<file path="config.mk">
export PLATFORM = sky130hd
export DESIGN_NAME = dwo_front
export DESIGN_NICKNAME = d
export VERILOG_FILES = /design/src/design/dual_wavetable_oscillator_mix_macros.svh /design/src/design/dwo_pkg.sv /design/src/design/dwo_front.sv
export SDC_FILE = /design/constraint.sdc
export NUM_CORES = 1
export LEC_CHECK = 0
export ABC_AREA = 1
export BUFFER_PORTS_ARGS = -buffer_cell sky130_fd_sc_hd__buf_2
export CAP_MARGIN = 10
export CORE_UTILIZATION = 55
export CTS_BUF_LIST = sky130_fd_sc_hd__clkbuf_2 sky130_fd_sc_hd__clkbuf_4 sky130_fd_sc_hd__clkbuf_8
export DETAILED_ROUTE_END_ITERATION = 10
export PLACE_DENSITY = 0.83
export SLEW_MARGIN = 40
export SYNTH_ARGS = -nofsm -noshare
export SYNTH_HDL_FRONTEND = slang
export SYNTH_SLANG_ARGS = --single-unit
</file>
<file path="constraint.sdc">
create_clock -name clk_i -period 3.2 [get_ports clk_i]
set_input_delay 0.64 -clock clk_i [delete_from_list [all_inputs] [get_ports clk_i]]
set_output_delay 0.64 -clock clk_i [all_outputs]
set_load 0.02 [all_outputs]
</file>
<file path="src/design/dual_wavetable_oscillator_mix_macros.svh">
// Assertion macros shared by the dual wavetable oscillator mixer.
`ifndef DUAL_WAVETABLE_OSCILLATOR_MIX_MACROS_SVH
`define DUAL_WAVETABLE_OSCILLATOR_MIX_MACROS_SVH

// Same-cycle implication, sampled on clk_i and disabled while rst_ni is low.
`define DWO_ASSERT_IMP(lbl, ante, cons) \
  lbl: assert property (@(posedge clk_i) disable iff (!rst_ni) (ante) |-> (cons)) \
    else $error("dwo assertion failed");

// Next-cycle implication, sampled on clk_i and disabled while rst_ni is low.
`define DWO_ASSERT_NEXT(lbl, ante, cons) \
  lbl: assert property (@(posedge clk_i) disable iff (!rst_ni) (ante) |=> (cons)) \
    else $error("dwo assertion failed");

`endif

</file>
<file path="src/design/dwo_pkg.sv">
// Shared types, constants and codes of the dual wavetable oscillator mixer.
package dwo_pkg;

  localparam int unsigned WAVE_DEPTH = 16384;
  localparam int unsigned ADDR_W     = $clog2(WAVE_DEPTH);
  localparam int unsigned PHASE_BITS = 32;
  localparam int unsigned STEP_W     = 32;
  localparam int unsigned LEN_W      = 15;
  localparam int unsigned POS_W      = 30;
  localparam int unsigned FRAC_W     = 16;
  localparam int unsigned TIDX_W     = POS_W - FRAC_W;
  localparam int unsigned MIX_W      = 8;
  localparam int unsigned SAMPLE_W   = 16;
  localparam int unsigned CMD_W      = 2;
  localparam int unsigned CFG_W      = 32;
  localparam int unsigned CFG_IDX_W  = 3;

  localparam logic [MIX_W-1:0] MIX_RESET = 8'd128;
  localparam logic [MIX_W-1:0] MIX_MAX   = 8'd255;

  // Division by 255 through a reciprocal, exact for magnitudes below 2^24.
  localparam int unsigned SUM_W     = SAMPLE_W + MIX_W + 2;
  localparam int unsigned MAG_W     = 24;
  localparam int unsigned RECIP_W   = 25;
  localparam logic [RECIP_W-1:0] DIV_RECIP = 25'd16843010;
  localparam int unsigned DIV_SHIFT = 32;
  localparam int unsigned QPROD_W   = MAG_W + RECIP_W;

  localparam int unsigned FQ_DEPTH  = 4;
  localparam int unsigned FQ_PTR_W  = $clog2(FQ_DEPTH);
  localparam int unsigned FQ_LVL_W  = $clog2(FQ_DEPTH + 1);
  localparam int unsigned OQ_DEPTH  = 2;
  localparam int unsigned OQ_PTR_W  = $clog2(OQ_DEPTH);
  localparam int unsigned OQ_LVL_W  = $clog2(OQ_DEPTH + 1);

  typedef enum logic [CMD_W-1:0] {
    CMD_LOAD    = 2'd0,
    CMD_NOTE_ON = 2'd1,
    CMD_KILL    = 2'd2,
    CMD_TICK    = 2'd3
  } dwo_cmd_e;

  typedef enum logic [CFG_IDX_W-1:0] {
    REG_STEP_A = 3'd0,
    REG_STEP_B = 3'd1,
    REG_LEN_A  = 3'd2,
    REG_LEN_B  = 3'd3,
    REG_POS_A  = 3'd4,
    REG_POS_B  = 3'd5,
    REG_MIX    = 3'd6
  } dwo_reg_e;

  typedef enum logic [3:0] {
    ST_IDLE,
    ST_MUL,
    ST_ADDR,
    ST_RD0,
    ST_RD1,
    ST_RD2,
    ST_RD3,
    ST_LERP,
    ST_MORPH,
    ST_MIX,
    ST_DIV,
    ST_OUT
  } dwo_state_e;

  typedef struct packed {
    dwo_cmd_e                   cmd;
    logic                       osc;
    logic [ADDR_W-1:0]          addr;
    logic signed [SAMPLE_W-1:0] value;
  } dwo_op_t;

  typedef struct packed {
    logic [STEP_W-1:0] step_a;
    logic [STEP_W-1:0] step_b;
    logic [LEN_W-1:0]  len_a;
    logic [LEN_W-1:0]  len_b;
    logic [POS_W-1:0]  pos_a;
    logic [POS_W-1:0]  pos_b;
    logic [MIX_W-1:0]  mix;
  } dwo_cfg_t;

  typedef struct packed {
    logic                we;
    logic [ADDR_W-1:0]   waddr;
    logic [SAMPLE_W-1:0] wdata;
    dwo_state_e          state;
  } dwo_osc_ctrl_t;

endpackage

</file>
<file path="src/design/dwo_front.sv">
// Input side: accepts and classifies commands into a short queue for the sequencer.
module dwo_front import dwo_pkg::*; (
  input  logic                       clk_i,
  input  logic                       rst_ni,
  input  logic                       push,
  output logic                       full,
  input  logic [CMD_W-1:0]           command_i,
  input  logic                       oscillator_i,
  input  logic [ADDR_W-1:0]          address_i,
  input  logic signed [SAMPLE_W-1:0] wave_value_i,
  output logic                       op_valid_o,
  input  logic                       op_ready_i,
  output dwo_op_t                    op_o,
  output logic [FQ_LVL_W-1:0]        level_o
);

  dwo_op_t               entry_q [FQ_DEPTH];
  dwo_op_t               new_op;
  logic [FQ_PTR_W-1:0]   wr_q, wr_d, rd_q, rd_d;
  logic [FQ_LVL_W-1:0]   level_q, level_d;
  logic                  push_ok, pop_ok;

  assign new_op = '{cmd: dwo_cmd_e'(command_i), osc: oscillator_i,
                    addr: address_i, value: wave_value_i};

  assign full       = (level_q == FQ_LVL_W'(FQ_DEPTH));
  assign op_valid_o = (level_q != '0);
  assign op_o       = entry_q[rd_q];
  assign level_o    = level_q;
  assign push_ok    = push && !full;
  assign pop_ok     = op_valid_o && op_ready_i;

  always_comb begin
    wr_d    = wr_q;
    rd_d    = rd_q;
    level_d = level_q;
    if (push_ok) begin
      wr_d = (wr_q == FQ_PTR_W'(FQ_DEPTH - 1)) ? '0 : wr_q + 1'b1;
    end
    if (pop_ok) begin
      rd_d = (rd_q == FQ_PTR_W'(FQ_DEPTH - 1)) ? '0 : rd_q + 1'b1;
    end
    if (push_ok && !pop_ok) begin
      level_d = level_q + 1'b1;
    end else if (pop_ok && !push_ok) begin
      level_d = level_q - 1'b1;
    end
  end

  always_ff @(posedge clk_i or negedge rst_ni) begin
    if (!rst_ni) begin
      wr_q    <= '0;
      rd_q    <= '0;
      level_q <= '0;
    end else begin
      wr_q    <= wr_d;
      rd_q    <= rd_d;
      level_q <= level_d;
    end
  end

  always_ff @(posedge clk_i) begin
    if (push_ok) begin
      entry_q[wr_q] <= new_op;
    end
  end

endmodule

</file>
==> impl_metrics.tcl, run 1 <==
set metrics [dict create \
    final_util 0.650 \
    routed_wl_um 10600 \
    initial_core_util 0.570 \
    antenna_found_initial 0 \
    viasPerCell 5.19 \
    drt_iter0_markers 173 \
    antennaDiodeCount 0 \
    grt_pass1_vias 3533 \
    hold-worst-slack_ps 28.0 \
    place_hpwl_um 6660 \
    multiInputGateArea_um2 1340 \
    core-area_um2 10400 \
    r2r_slack_ps 980 \
    gp_congestion 0.720 \
    yosysWarnings 0 \
    cts-root-buf "clkbuf_8" \
    tns_ps 0 \
    path_max_fanout 27 \
    regArea_um2 4140 \
    cts_resized 0 \
    min_period_ps 2550 \
    numCtsBuffers 17 \
    area_delta_synth_final_pct 14.0 \
    max_stage_delay_ps 460 \
    clockBufferDepth 2 \
    outcome "finished, final reports clean" \
    final_max_slew_viol_count 0 \
    die_area_um2 11200 \
    ctsHoldBuffers 0 \
    h-tree-depth 4 \
    maxCapViolCount 0 \
    cp.arrival_ps 1910 \
    netlist_area_um2 5940 \
    fp-row-count 37 \
    crit_required_ps 2560 \
    timing.rr.start "level_o[0]$_DFFE_PN0P_" \
    path_class "reg -> out" \
    slew_headroom 0.585 \
    drt-pass1-iter-count 4 \
    hold_class "in -> async" \
    wl_per_cell_um 15.7 \
    grt_pass1_wl_um 17100 \
    critPathSlowestCell "buf_4" \
    drc 0 \
    clk_pin_slew_worst_paths_ps 70 \
    synth.distinct_cells 18 \
    crit_path_end_kind "output port" \
    ys_seq_area_frac 0.697 \
    tritoncts "built" \
    grt_start_max_net_pins 82 \
    ant_nets 0 \
    gr-usage-all-layers 0.206 \
    max_freq_mhz 393 \
    fill_cells 746 \
    ys_ff_latch 139 \
    worst_slew_pin_slew_ps 623 \
    power_leakage_nw 2.78 \
    rsz0062_at_grt "no" \
    setup_viol 0 \
    period_share 0.796 \
    clk_latency_ps 430 \
    finalNetCount 568 \
    worstPathCellList "inv_2 > buf_4 > o211ai_2 > nand2_1 > buf_2" \
    pin_count 75 \
    die_h_um 106 \
    r2r-end "entry_q[1][14]$_DFFE_PP_" \
    overflow 0 \
    finClkSkew_ps 5.70 \
    ff2ff_path_depth 5 \
    vdd_drop_max_mv 0.648 \
    synth_fp_nets 489 \
    avgSynthCellArea_um2 13.3 \
    drive_above_1_share 0.320 \
    post-cts-setup-buffers 0 \
    hold_viol 0 \
    cellPowerDensity_nw_per_um2 939 \
    cts_sinks 139 \
    syn_inst 445 \
    io_buffer_count 74 \
    critPathLaunchType "flop" \
    fp.dieW_um 106 \
    num_vias 3495 \
]
-- cells in the mapped netlist --
| library cell | instances | share of area |
|---|---|---|
| edfxtp_1 | 132 | 0.67 |
| nand2_1 | 94 | 0.059 |
| inv_1 | 77 | 0.049 |
| o211ai_1 | 33 | 0.042 |
| o211ai_2 | 33 | 0.070 |
| nand2_2 | 20 | 0.021 |
| buf_2 | 11 | 0.0093 |
| buf_6 | 10 | 0.019 |
| dfrtp_1 | 7 | 0.030 |
| nand3_1 | 7 | 0.0059 |
| ha_1 | 6 | 0.013 |
| nor2_1 | 6 | 0.0038 |
| inv_2 | 4 | 0.0025 |
| buf_8 | 1 | 0.0025 |
| fa_1 | 1 | 0.0034 |
| nand4_1 | 1 | 0.0011 |
| o21ai_0 | 1 | 0.00084 |
| xnor2_1 | 1 | 0.0015 |
-- cell families after synthesis --
group / count (synthesis) / share of synthesized area
AOI/OAI and AO/OA: 67 / 0.112
and+or+nand+nor: 128 / 0.0913
buffers and inverters: 103 / 0.0820
xor gates and xnor gates: 1 / 0.00148
DFF: 139 / 0.697
adders and majority gates: 7 / 0.0160
-- sequential cells by signal, summed over array words and instances, names as in the netlist --
signal / cells
entry_q: 132
level_o: 3
rd_q: 2
wr_q: 2
-- critical path: cells and delay by family, from the launching register on --
kind / cells / cell delay [ps]
AND/OR/NAND/NOR: 1 / 110
buffers and inverters: 3 / 800
AO/OA/AOI/OAI: 1 / 160
flip-flops: 1 / 400
-- per-layer routing --
layer,track usage,vias up,wire length (µm)
met5,0,-,0
met4,0.102,0,236
met3,0.0509,17,518
met2,0.352,102,5570
met1,0.245,1692,4240
li1,-,1684,-
-- cells in the final DEF, fill, tap and decap left out, drive strengths merged --
master and instances:
clkinv 11, nand4 1, nand2 114, o211ai 66
clkbuf 17, nand3 7, nor2 6, o21ai 1
edfxtp 132, buf 82, fa 1, inv 81
ha 6, dfrtp 7, xnor2 1, bufinv 2
clkinvlp 2
-- how the worst max path moves through the flow --
stage,from,endpoint,slack (ps),depth (start not counted)
floorplan,level_o[0]$_DFFE_PN0P_,entry_q[0][0]$_DFFE_PP_,510,4
global placement,push,entry_q[3][27]$_DFFE_PP_,960,4
detailed placement,push,entry_q[3][28]$_DFFE_PP_,900,4
finish,rd_q[1]$_DFFE_PN0P_,op_o[23],650,5
global route,rd_q[0]$_DFFE_PN0P_,op_o[3],510,5
CTS,rd_q[1]$_DFFE_PN0P_,op_o[23],600,5
-- cell type report --
class / count / area share
well taps: 136 / 0.0251
clock inverters: 15 / 0.0196
repair buffers: 82 / 0.0654
multi-input cells: 203 / 0.198
clock buffers: 17 / 0.0346
inverters: 81 / 0.0449
flip-flops and latches: 139 / 0.612
-- power breakdown --
part	leakage [nW]	internal (mW)	switching (mW)
Combinational	1.30	0.802	1.72
Sequential	1.29	2.40	0.133
Clock	0.185	0.674	0.622
Total	2.78	3.88	2.48
-- stage by stage --
| step | setup WS, ps | power [mW] | std cells | instance area (µm²) |
|---|---|---|---|---|
| finish | 654 | 6.36 | 673 | 6770 |
| global route | 506 | 6.72 | 673 | 6770 |
| CTS | 597 | 6.42 | 673 | 6770 |
| detailed placement | 901 | 5.12 | 641 | 6400 |
| global placement | 960 | 5.01 | 641 | 6400 |
| floorplan | 507 | 4.48 | 445 | 5940 |
Power figures use the tool's default switching activity.
==> run 2, diff against run 1 <==
--- a/config.mk
+++ b/config.mk
@@ -8,10 +8,10 @@
 export ABC_AREA = 1
 export BUFFER_PORTS_ARGS = -buffer_cell sky130_fd_sc_hd__buf_2
 export CAP_MARGIN = 10
-export CORE_UTILIZATION = 55
+export CORE_UTILIZATION = 54
 export CTS_BUF_LIST = sky130_fd_sc_hd__clkbuf_2 sky130_fd_sc_hd__clkbuf_4 sky130_fd_sc_hd__clkbuf_8
 export DETAILED_ROUTE_END_ITERATION = 10
-export PLACE_DENSITY = 0.83
+export PLACE_DENSITY = 0.85
 export SLEW_MARGIN = 40
 export SYNTH_ARGS = -nofsm -noshare
 export SYNTH_HDL_FRONTEND = slang
==> constraint.sdc (replaced) <==
create_clock -name clk_i -period 2.14 [get_ports clk_i]
set_input_delay 0.428 -clock clk_i [delete_from_list [all_inputs] [get_ports clk_i]]
set_output_delay 0.428 -clock clk_i [all_outputs]
set_load 0.02 [all_outputs]
==> run 2 against run 1 <==
Wire length increased by 14%. Clock skew increased by 1.8 ps. Combinational power up 95%. Cell count up 2.2%. Register-to-register slack got worse by 720 ps. Hold slack improved by 180 ps. The flow now finishes with violations (setup timing). Critical path depth stayed put. Non-clock buffer count is 15 higher. Final area is 8.3% higher. Sequential power increased by 50%. First-iteration DRC count rose by 19%.
==> impl_metrics.tcl, run 2 (synthesized netlist as in run 1, its figures left out) <==
set metrics [dict create \
    max_freq_mhz 458 \
    path_max_fanout 9 \
    pwr-share-clk 0.219 \
    drc 0 \
    cts_sinks 139 \
    gp_congestion 0.832 \
    final_cell_mix "132 x edfxtp_1, 91 x nand2_1, 77 x inv_1" \
    grt_start_max_net_pins 50 \
    fp-row-count 37 \
    drive_above_1_share 0.347 \
    largest_reg_flops 132 \
    finClkSkew_ps 7.50 \
    tritoncts "built" \
    grt_pass1_wl_um 17000 \
    h-tree-depth 4 \
    dp_cells 645 \
    slew_headroom 0.769 \
    wl_per_cell_um 17.5 \
    worst_slew_pin_slew_ps 347 \
    violations "setup timing" \
    path_class "reg -> out" \
    finalNetCount 583 \
    final_max_slew_viol_count 0 \
    finalInstanceArea_um2 7330 \
    critPathLaunchType "flop" \
    clockBufferDepth 2 \
    antenna_found_initial 1 \
    vdd_drop_max_mv 0.859 \
    crit_path_end_kind "output port" \
    ant_nets 0 \
    area_delta_synth_final_pct 23.5 \
    power_switching_mw 4.06 \
    final_common_cell "edfxtp_1" \
    drt-pass1-iter-count 4 \
    seqPwrFrac 0.340 \
    outcome "finished, violations left" \
    numCtsBuffers 17 \
    core-area_um2 10500 \
    hold_class "in -> reg" \
    setup_viol 2 \
    crit_required_ps 1710 \
    hold_depth 1 \
    min_period_ps 2180 \
    grt_pass1_vias 3562 \
    maxCapViolCount 0 \
    finalWorstSetupSlack_ps -43.1 \
    power_leakage_nw 3.02 \
    drt_iter0_markers 206 \
    ff2ff_path_depth 10 \
    routed_wl_um 12000 \
    clk_pin_slew_worst_paths_ps 70 \
    rsz0062_at_grt "yes" \
    final-instance-count-excl-fill 688 \
    place_hpwl_um 6630 \
    gr-usage-all-layers 0.204 \
    p_sw_frac 0.364 \
    viasPerCell 5.29 \
    pwr-share-comb 0.442 \
    cellPowerDensity_nw_per_um2 1520 \
    die_h_um 107 \
    io_buffer_count 74 \
    cts-root-buf "clkbuf_8" \
    top_register "entry_q" \
    fp.dieW_um 107 \
    final_util 0.697 \
    cp.arrival_ps 1760 \
    initial_core_util 0.565 \
    intPower_mw 7.11 \
    clk_latency_ps 430 \
    die_area_um2 11400 \
    pin_count 75 \
    num_vias 3638 \
    period_share 1.02 \
    overflow 0 \
    hold_viol 0 \
    dpl_cell_area_um2 6510 \
]
[run 2: cell types whose count changed in the layout (fill, tap and decap cells not counted), moves of 3 or more]
| cell | delta |
|---|---|
| buf_2 | -25 |
| bufinv_16 | +4 |
| buf_12 | +5 |
| clkbuf_16 | +6 |
| nand2_1 | -3 |
| buf_4 | +9 |
| clkinv_1 | -3 |
| buf_6 | +16 |
[run 2: power by group through the flow]
stage | sequential (mW) | clock [mW] | combinational (mW)
after floorplan | 3.83 | 0 | 2.87
after global placement | 3.83 | 0 | 3.87
after detailed placement | 3.87 | 0 | 4.01
after CTS | 3.81 | 2.47 | 4.03
after global routing | 3.83 | 2.59 | 5.31
final | 3.79 | 2.44 | 4.93
[run 2: path summary, 6_finish.rpt]
check,startpoint,endpoint,slack (ps)
setup / recovery,rd_q[0]$_DFFE_PN0P_,op_o[23],-40
hold / removal,wave_value_i[11],entry_q[3][11]$_DFFE_PP_,210
setup reg to reg,level_o[2]$_DFFE_PN0P_,level_o[2]$_DFFE_PN0P_,260
hold reg to reg,wr_q[1]$_DFFE_PN0P_,wr_q[1]$_DFFE_PN0P_,560
max in group asynchronous,rst_ni,rd_q[0]$_DFFE_PN0P_,1600
min in group asynchronous,rst_ni,level_o[0]$_DFFE_PN0P_,360
[run 2: area by class of cell]
cell class | instances | area, µm²
tap | 136 | 170
multi-input combinational | 203 | 1350
inverter | 81 | 304
antenna | 1 | 2.50
timing repair buffer | 97 | 896
clock inverter | 14 | 226
clock buffer | 17 | 234
fill | 670 | 3180
sequential | 139 | 4140
[run 2: through the flow]
step / total power [mW] / setup WS (ps) / TNS (ps) / hold slack, ps
4_1_cts: 10.3 / -14.7 / -14.7 / 185
3_3_place_gp: 7.70 / 452 / 0 / 265
5_1_grt: 11.7 / -145 / -2000 / 174
6_report: 11.2 / -43.1 / -66.2 / 208
3_5_place_dp: 7.88 / 308 / 0 / 273
2_1_floorplan: 6.70 / -53.8 / -7110 / 132
[run 2: layer usage]
layer	wire length (µm)	GRT usage	share of wire
met1	4960	0.229	0.41
met2	6300	0.359	0.52
met3	638	0.0638	0.053
met4	150	0.0832	0.012
met5	0	0	0
[run 2: timing repair]
action / in CTS / in global routing
cloned: 0 / 7
hold endpoints to repair: 7 / 0
hold buffers: 1 / 0
pin swaps: 0 / 32
setup buffers: 0 / 3
endpoints found under the setup margin: 1 / 27
resized for setup: 0 / 49
[run 2: worst max-delay path: stages (launching register included)]
cell and delay [ps]:
dfrtp_4 500, buf_12 170, buf_12 140, o211ai_1 240, nand2_1 100, buf_2 170
==> run 3, diff against run 2 <==
--- a/config.mk
+++ b/config.mk
@@ -11,8 +11,8 @@
 export CORE_UTILIZATION = 54
 export CTS_BUF_LIST = sky130_fd_sc_hd__clkbuf_2 sky130_fd_sc_hd__clkbuf_4 sky130_fd_sc_hd__clkbuf_8
 export DETAILED_ROUTE_END_ITERATION = 10
-export PLACE_DENSITY = 0.85
-export SLEW_MARGIN = 40
+export PLACE_DENSITY = 0.78
+export SLEW_MARGIN = 20
 export SYNTH_ARGS = -nofsm -noshare
 export SYNTH_HDL_FRONTEND = slang
 export SYNTH_SLANG_ARGS = --single-unit
==> run 3 against run 2 <==
The flow now finishes without violations. Critical path depth unchanged. Sequential power about the same. Setup slack improved by 65 ps. Count of clock-buffer cells in the layout grew 1. Die area unchanged. Non-clock buffer count is 5 higher. Hold slack worse by 6.7 ps. Sequential share of layout area increased by 0.49 points. First-iteration DRC count decreased by 28%. Total power down 2.9%. Critical endpoint is now op_o[13].
==> impl_metrics.tcl, run 3 (synthesized netlist as in run 1, its figures left out) <==
set metrics [dict create \
    clockBufferDepth 2 \
    path_max_fanout 13 \
    critPathLaunchType "flop" \
    gp_congestion 0.755 \
    hold_viol 0 \
    wl_per_cell_um 17.1 \
    drt_iter0_markers 148 \
    pre_cts_ws_ps 305 \
    fp-row-count 37 \
    rsz0062_at_grt "yes" \
    cts-root-buf "clkbuf_8" \
    cellPowerDensity_nw_per_um2 1490 \
    numCtsBuffers 17 \
    io_buffer_count 74 \
    period_share 0.990 \
    final-instance-count-excl-fill 692 \
    max_freq_mhz 472 \
    cts_sinks 139 \
    overflow 0 \
    pin_count 75 \
    h-tree-depth 4 \
    num_vias 3608 \
    finalInstanceArea_um2 7270 \
    finalWorstSetupSlack_ps 22.0 \
    finalNetCount 588 \
    grt_pass1_vias 3523 \
    final_util 0.692 \
    crit_path_end_kind "output port" \
    drive_above_1_share 0.347 \
    hold-worst-slack_ps 201 \
    core-area_um2 10500 \
    largest_reg_flops 132 \
    ant_nets 0 \
    viasPerCell 5.21 \
    initial_core_util 0.565 \
    top_register "entry_q" \
    grt_start_max_net_pins 77 \
    slew_headroom 0.793 \
    die_area_um2 11400 \
    path_class "reg -> out" \
    hold_class "in -> reg" \
    vdd_drop_max_mv 0.885 \
    final_max_slew_viol_count 0 \
    clk_latency_ps 440 \
    routed_wl_um 11900 \
    die_h_um 107 \
    gr-usage-all-layers 0.199 \
    grt_pass1_wl_um 16700 \
    drt-pass1-iter-count 4 \
    maxCapViolCount 0 \
    antenna_found_initial 1 \
    crit_required_ps 1710 \
    final_common_cell "edfxtp_1" \
    fp.dieW_um 107 \
    cp.arrival_ps 1690 \
    tns_ps 0 \
    tritoncts "built" \
    power_leakage_nw 3.01 \
    finClkSkew_ps 9.04 \
    area_delta_synth_final_pct 22.4 \
    antennaDiodeCount 0 \
    outcome "finished, final reports clean" \
    setup_viol 0 \
    dp_cells 647 \
    place_hpwl_um 6430 \
    drc 0 \
    worst_slew_pin_slew_ps 310 \
    dpl_cell_area_um2 6510 \
    final_cell_mix "132 x edfxtp_1, 93 x nand2_1, 77 x inv_1" \
    p_total_mw 10.8 \
    min_period_ps 2120 \
    clk_pin_slew_worst_paths_ps 70 \
]
run 3: cell types whose count changed in the layout (fill, tap and decap cells not counted), sizes merged:
cell,change
buf,+6
diode,-1
clkinv,+1
clkinvlp,-1
bufinv,-2
inv,+1
run 3: final timing paths:
kind	start	endpoint	slack, ps	cells after the start
hold / removal	address_i[12]	entry_q[2][28]$_DFFE_PP_	200	1
setup / recovery	rd_q[0]$_DFFE_PN0P_	op_o[13]	20	5
setup reg to reg	level_o[2]$_DFFE_PN0P_	level_o[2]$_DFFE_PN0P_	280	10
min in group asynchronous	rst_ni	wr_q[1]$_DFFE_PN0P_	350	2
hold reg to reg	wr_q[1]$_DFFE_PN0P_	wr_q[1]$_DFFE_PN0P_	540	2
max in group asynchronous	rst_ni	rd_q[0]$_DFFE_PN0P_	1610	2
run 3: power breakdown:
part / switching [mW] / total (mW) / leakage, nW / internal (mW)
combinational: 2.87 / 4.84 / 1.51 / 1.97
clock: 0.949 / 2.21 / 0.207 / 1.27
sequential: 0.205 / 3.79 / 1.29 / 3.59
total: 4.02 / 10.8 / 3.01 / 6.82
run 3: worst max-delay path, stage by stage, from the launching register on:
cell and delay, ps:
dfrtp_4 500, buf_6 160, clkbuf_16 180, o211ai_2 170
nand2_1 80, buf_2 160
run 3: timing repair:
item                       4_1_cts  5_1_grt
hold endpoints to repair         7        0
gates resized for setup          7       34
gates cloned                     0       10
pin swaps                        4       28
buffers inserted                 0        3
hold buffers                     1        0
setup endpoints to repair        4       33
run 3: area by class of cell:
| class | instances | area [µm²] |
|---|---|---|
| Fill cell | 684 | 3240 |
| Clock buffer | 18 | 241 |
| Tap cell | 136 | 170 |
| Sequential cell | 139 | 4140 |
| Inverter | 81 | 307 |
| Timing Repair Buffer | 102 | 887 |
| Multi-Input combinational cell | 203 | 1340 |
| Clock inverter | 13 | 175 |
run 3: layer usage:
metal / global-route usage / up-vias / part of all wire
met5: 0 / - / 0
met4: 0.0910 / 0 / 0.015
met3: 0.0614 / 16 / 0.043
met2: 0.334 / 90 / 0.52
met1: 0.235 / 1765 / 0.42
li1: - / 1737 / -
